$ cat src/rtl/scef_ram.sv
// generic single write port, single read port ram with registered read
`default_nettype none
module scef_ram #(
	parameter int WIDTH = 8,
	parameter int DEPTH = 16,
	localparam int AW = (DEPTH > 1) ? $clog2(DEPTH) : 1
) (
	input  logic             clk,
	input  logic             wr_en,
	input  logic [AW-1:0]    wr_addr,
	input  logic [WIDTH-1:0] wr_data,
	input  logic [AW-1:0]    rd_addr,
	output logic [WIDTH-1:0] rd_data
);

	logic [WIDTH-1:0] mem_q [DEPTH];
	logic [WIDTH-1:0] rd_data_q;

	// read returns the contents before a same-cycle write
	always_ff @(posedge clk) begin
		if (wr_en) begin
			mem_q[wr_addr] <= wr_data;
		end
		rd_data_q <= mem_q[rd_addr];
	end

	assign rd_data = rd_data_q;

endmodule
`default_nettype wire

$ cat config.mk
export PLATFORM = sky130hd
export DESIGN_NAME = scef_ram
export DESIGN_NICKNAME = d
export VERILOG_FILES = /design/src/rtl/scef_ram.sv
export SDC_FILE = /design/constraint.sdc
export NUM_CORES = 1
export LEC_CHECK = 0
export BUFFER_PORTS_ARGS = -buffer_cell sky130_fd_sc_hd__clkbuf_2
export CAP_MARGIN = 20
export CORE_MARGIN = 2
export CORE_UTILIZATION = 65
export DETAILED_ROUTE_END_ITERATION = 8
export HOLD_SLACK_MARGIN = 0.12
export PLACE_DENSITY = 0.83
export SLEW_MARGIN = 20
export SYNTH_ARGS = -nofsm -noshare
export SYNTH_HDL_FRONTEND = slang
export SYNTH_SLANG_ARGS = --single-unit
$ cat constraint.sdc
create_clock -name clk -period 2.5 [get_ports clk]
set_input_delay 0.25 -clock clk [delete_from_list [all_inputs] [get_ports clk]]
set_output_delay 0.25 -clock clk [all_outputs]
set_load 0.005 [all_outputs]
# ---- Word level (Yosys, flattened, before mapping)
# Memories as Yosys holds them, arrays and structs flattened. A register that Yosys moved wholly into a read port is not among the register bits.
# Cells that the tools add are included.
dict set report totals {
  regBits 0
  latch_bits 0
  ramBits 128
  rom_bits 0
  output_inout_bits 8
  wordCells 3
  mem_count 1
}
dict set report classes {
  n_addsub 0
  n_mul 0
  div_mod_pow 0
  magnitude_cmp 0
  eq_ne 0
  n_shift 0
  n_mux 2
  bitwise_logic 0
  reduce_logical 0
}
# name words word_bits read_ports rd_clocked_by_memory_dff write_ports line_no
set memory_table {}
lappend memory_table {mem_q 16 8 1 1 1 16} ;# logic [WIDTH-1:0] mem_q [DEPTH];
# operator n
set op_table {}
lappend op_table {{$mux 1} 2}

# ---- Logic depth before layout (Yosys ltp)
dict set report logic_depth {
  depth_word 2
  depth_mapped 5
}

# ---- Worst setup path after synthesis
# No wires, ideal clock.
dict set report synth_path {
  path_kind {input to register}
  from {input port wr_addr[2]}
  to {memory mem_q[0][0] (enable)}
  arrival_ns 1.360
  t_required_ns 2.117
  slack_ns 0.757
  cell_stages 2
  cell_sequence {or3b_2 -> nor3_1}
}
# item line_no
set synth_lines {}
lappend synth_lines {{start, declared} 10} ;# input logic [AW-1:0] wr_addr,
lappend synth_lines {{end, declared} 16}
# Straight into the memory's write port.

==> impl_metrics.toml <==
[run_status]
status = "finished, final reports clean"

[sta]
setup_tns_ns = 0
setup_viol = 0
min_period_ns = 1.41
relSlewSlack = 0.481
finalCritPeriodShare = 0.563
final-max-slew-violation-count = 0
tightest_slew_ns = 0.775
fin_worst_skew_ns = 0.00940
hold_violations = 0
whs_ns = 0.175
rsz0062_at_grt = "false"
fmax_mhz = 710

[floorplanning]
start_util = 0.670
die_area_mm2 = 0.00865
coreArea_mm2 = 0.00769
fp.dieH_um = 93.0
die_width_um = 93.0
io-pin-count = 26
rows = 32

[clocking]
htree_levels = 4
clockBufferDepth = 2
clk_latency_ns = 0.51
post_cts_resized = 0
postCtsSetupBuffers = 0
clock_sinks = 136
root_buffer = "clkbuf_8"
clk_pin_slew_ns = 0.06
cts_made_buffers = 17
cts_hold_buf = 0
cts_tree = "yes"

[routing]
detail_route.iter0.violations = 288
wl_per_cell_um = 25.2
wl_um = 9960
vias = 2485
route.detailed.drc = 0
ant_nets = 0
drtPass1Iterations = 5
viasPerCell = 6.29

[power_and_ir_drop]
p_leak_uw = 0.00208
power_uw = 5180
p_int_uw = 4150
swShare = 0.199
vdd_drop_max_mv = 0.778
seqPwrFrac = 0.495
p_clk_frac = 0.460
p_per_area_mw_per_mm2 = 859
power_switching_uw = 1030
combPwrFrac = 0.045

[layout]
num_antenna_cells = 0
seq_area_mm2 = 0.00400
fill_cells = 396
fin_cells = 395
multiInputGateArea_mm2 = 0.00106
final_util = 0.785
drive_gt1_frac = 0.311
syn_to_final_growth_pct = 17.3
layout.nets = 298

[global_routing]
grt-ovfl-total = 0
grt_use_total = 0.254
antenna_found_initial = 0
grt_pass1_wl_um = 15000
first_global_vias = 2580
grt_max_degree = 33

[worst_setup_path]
crit_type = "flip-flop to flip-flop"
r2r_setup_slack_ns = 1.09
critical_path_arrival_ns = 1.80
r2r-start = "mem_q[0][5]"
crit-reg2reg-capture = "rd_data[5]"
crit_fanout = 1
worstPathRequired_ns = 2.89
ff2ff_path_depth = 3
start_kind = "flip-flop"
cp-end-kind = "flip-flop"

[synth]
yosys-top-cells-area = "edfxtp_1 75%, mux4_2 7.9%, mux4_1 7.1%"
ys_ff_latch = 136
ys_async_sr_fraction = 0
syn_nets = 247
yosysWarnings = 0
synth_common_cells = "128 x edfxtp_1, 18 x mux4_2, 16 x a22oi_1"
synth_cell_type_count = 19
postSynthAreaPerCell_um2 = 22.5
yosysMostFrequentCell = "edfxtp_1"
seq_area_frac_synth = 0.778
yosysTopAreaCell = "edfxtp_1"
synth.cell_area_mm2 = 0.00515
syn_inst = 229
synth_top_area_share = 0.747
synth-edff-count = 128
synth_ff_type = "edfxtp_1"

[placement]
io_buffers = 25
dp_hpwl_um = 5940
gp_congestion = 0.788
dp_cells = 363

[worst_hold_path]
worst_hold_path_type = "input port to flip-flop"
min_delay_path_depth = 1
hp-start = "wr_data[6]"
holdPathEnd = "mem_q[7][6]"

[job]
maxCapViolations = 0
## flip-flops by register name (all words and copies together) (netlist names)
signal   count
rd_data      8
mem_q      128
## cells in the final DEF (no fill, tap or decap)
cell type  instances
a22oi_1           16
and2_1             1
and2b_1            1
buf_12             1
buf_4             16
bufinv_16          2
clkbuf_1           2
clkbuf_16         16
clkbuf_2          25
clkbuf_8           4
clkinv_2           3
clkinv_4           4
dfxtp_1            8
edfxtp_1         128
inv_6              1
mux4_1            14
mux4_2            18
nand2_1            9
nand2b_1           2
nand3_1            1
nand3b_1           2
nor2_1            13
nor2b_1            1
nor3_1             4
or3b_2             1
## kinds of logic after synthesis
family | share of synthesized area
AO/OA/AOI/OAI | 0.0233
flip-flops | 0.778
multiplexers | 0.150
buffers and inverters | 0.0168
AND/OR/NAND/NOR | 0.0318
## through the flow
stage	worst slack, ns	cell area (um2)
2_1_floorplan	0.757	5150
3_3_place_gp	0.671	5450
3_5_place_dp	0.652	5450
4_1_cts	1.09	6040
5_1_grt	1.04	6040
6_report	1.09	6040
## power groups by stage
stage | clock [uW] | combinational (uW) | sequential [uW]
6_report | 2390 | 232 | 2570
5_1_grt | 2510 | 250 | 2570
4_1_cts | 2410 | 233 | 2570
3_5_place_dp | 0 | 228 | 2610
3_3_place_gp | 0 | 220 | 2610
2_1_floorplan | 0 | 129 | 2610
## area by class of cell
class	count	share of cell area
Timing Repair Buffer	42	0.0439
Clock inverter	10	0.0197
Clock buffer	22	0.0767
Sequential cell	136	0.663
Multi-Input combinational cell	83	0.175
Tap cell	102	0.0211
## layer usage
metal | track usage | up-vias | share of wire
met4 | 0.0907 | 0 | 0.0072
met3 | 0.0588 | 8 | 0.068
met1 | 0.359 | 1284 | 0.41
met5 | 0 | - | 0
li1 | - | 1077 | -
met2 | 0.400 | 116 | 0.51
## how the worst max path moves through the flow
stage / startpoint / end / slack [ns]
final: mem_q[0][5] / rd_data[5] / 1.09
after floorplan: wr_addr[2] / mem_q[0][0] / 0.76
after CTS: mem_q[0][5] / rd_data[5] / 1.09
after global placement: wr_addr[2] / mem_q[2][1] / 0.67
after detailed placement: wr_addr[2] / mem_q[2][6] / 0.65
after global routing: mem_q[1][0] / rd_data[0] / 1.04
## worst max-delay path: stages (launching register included)
cell and delay (ns):
edfxtp_1 0.41, mux4_1 0.55, a22oi_1 0.26, nand2_1 0.07
(Power assumes the default switching activity.)
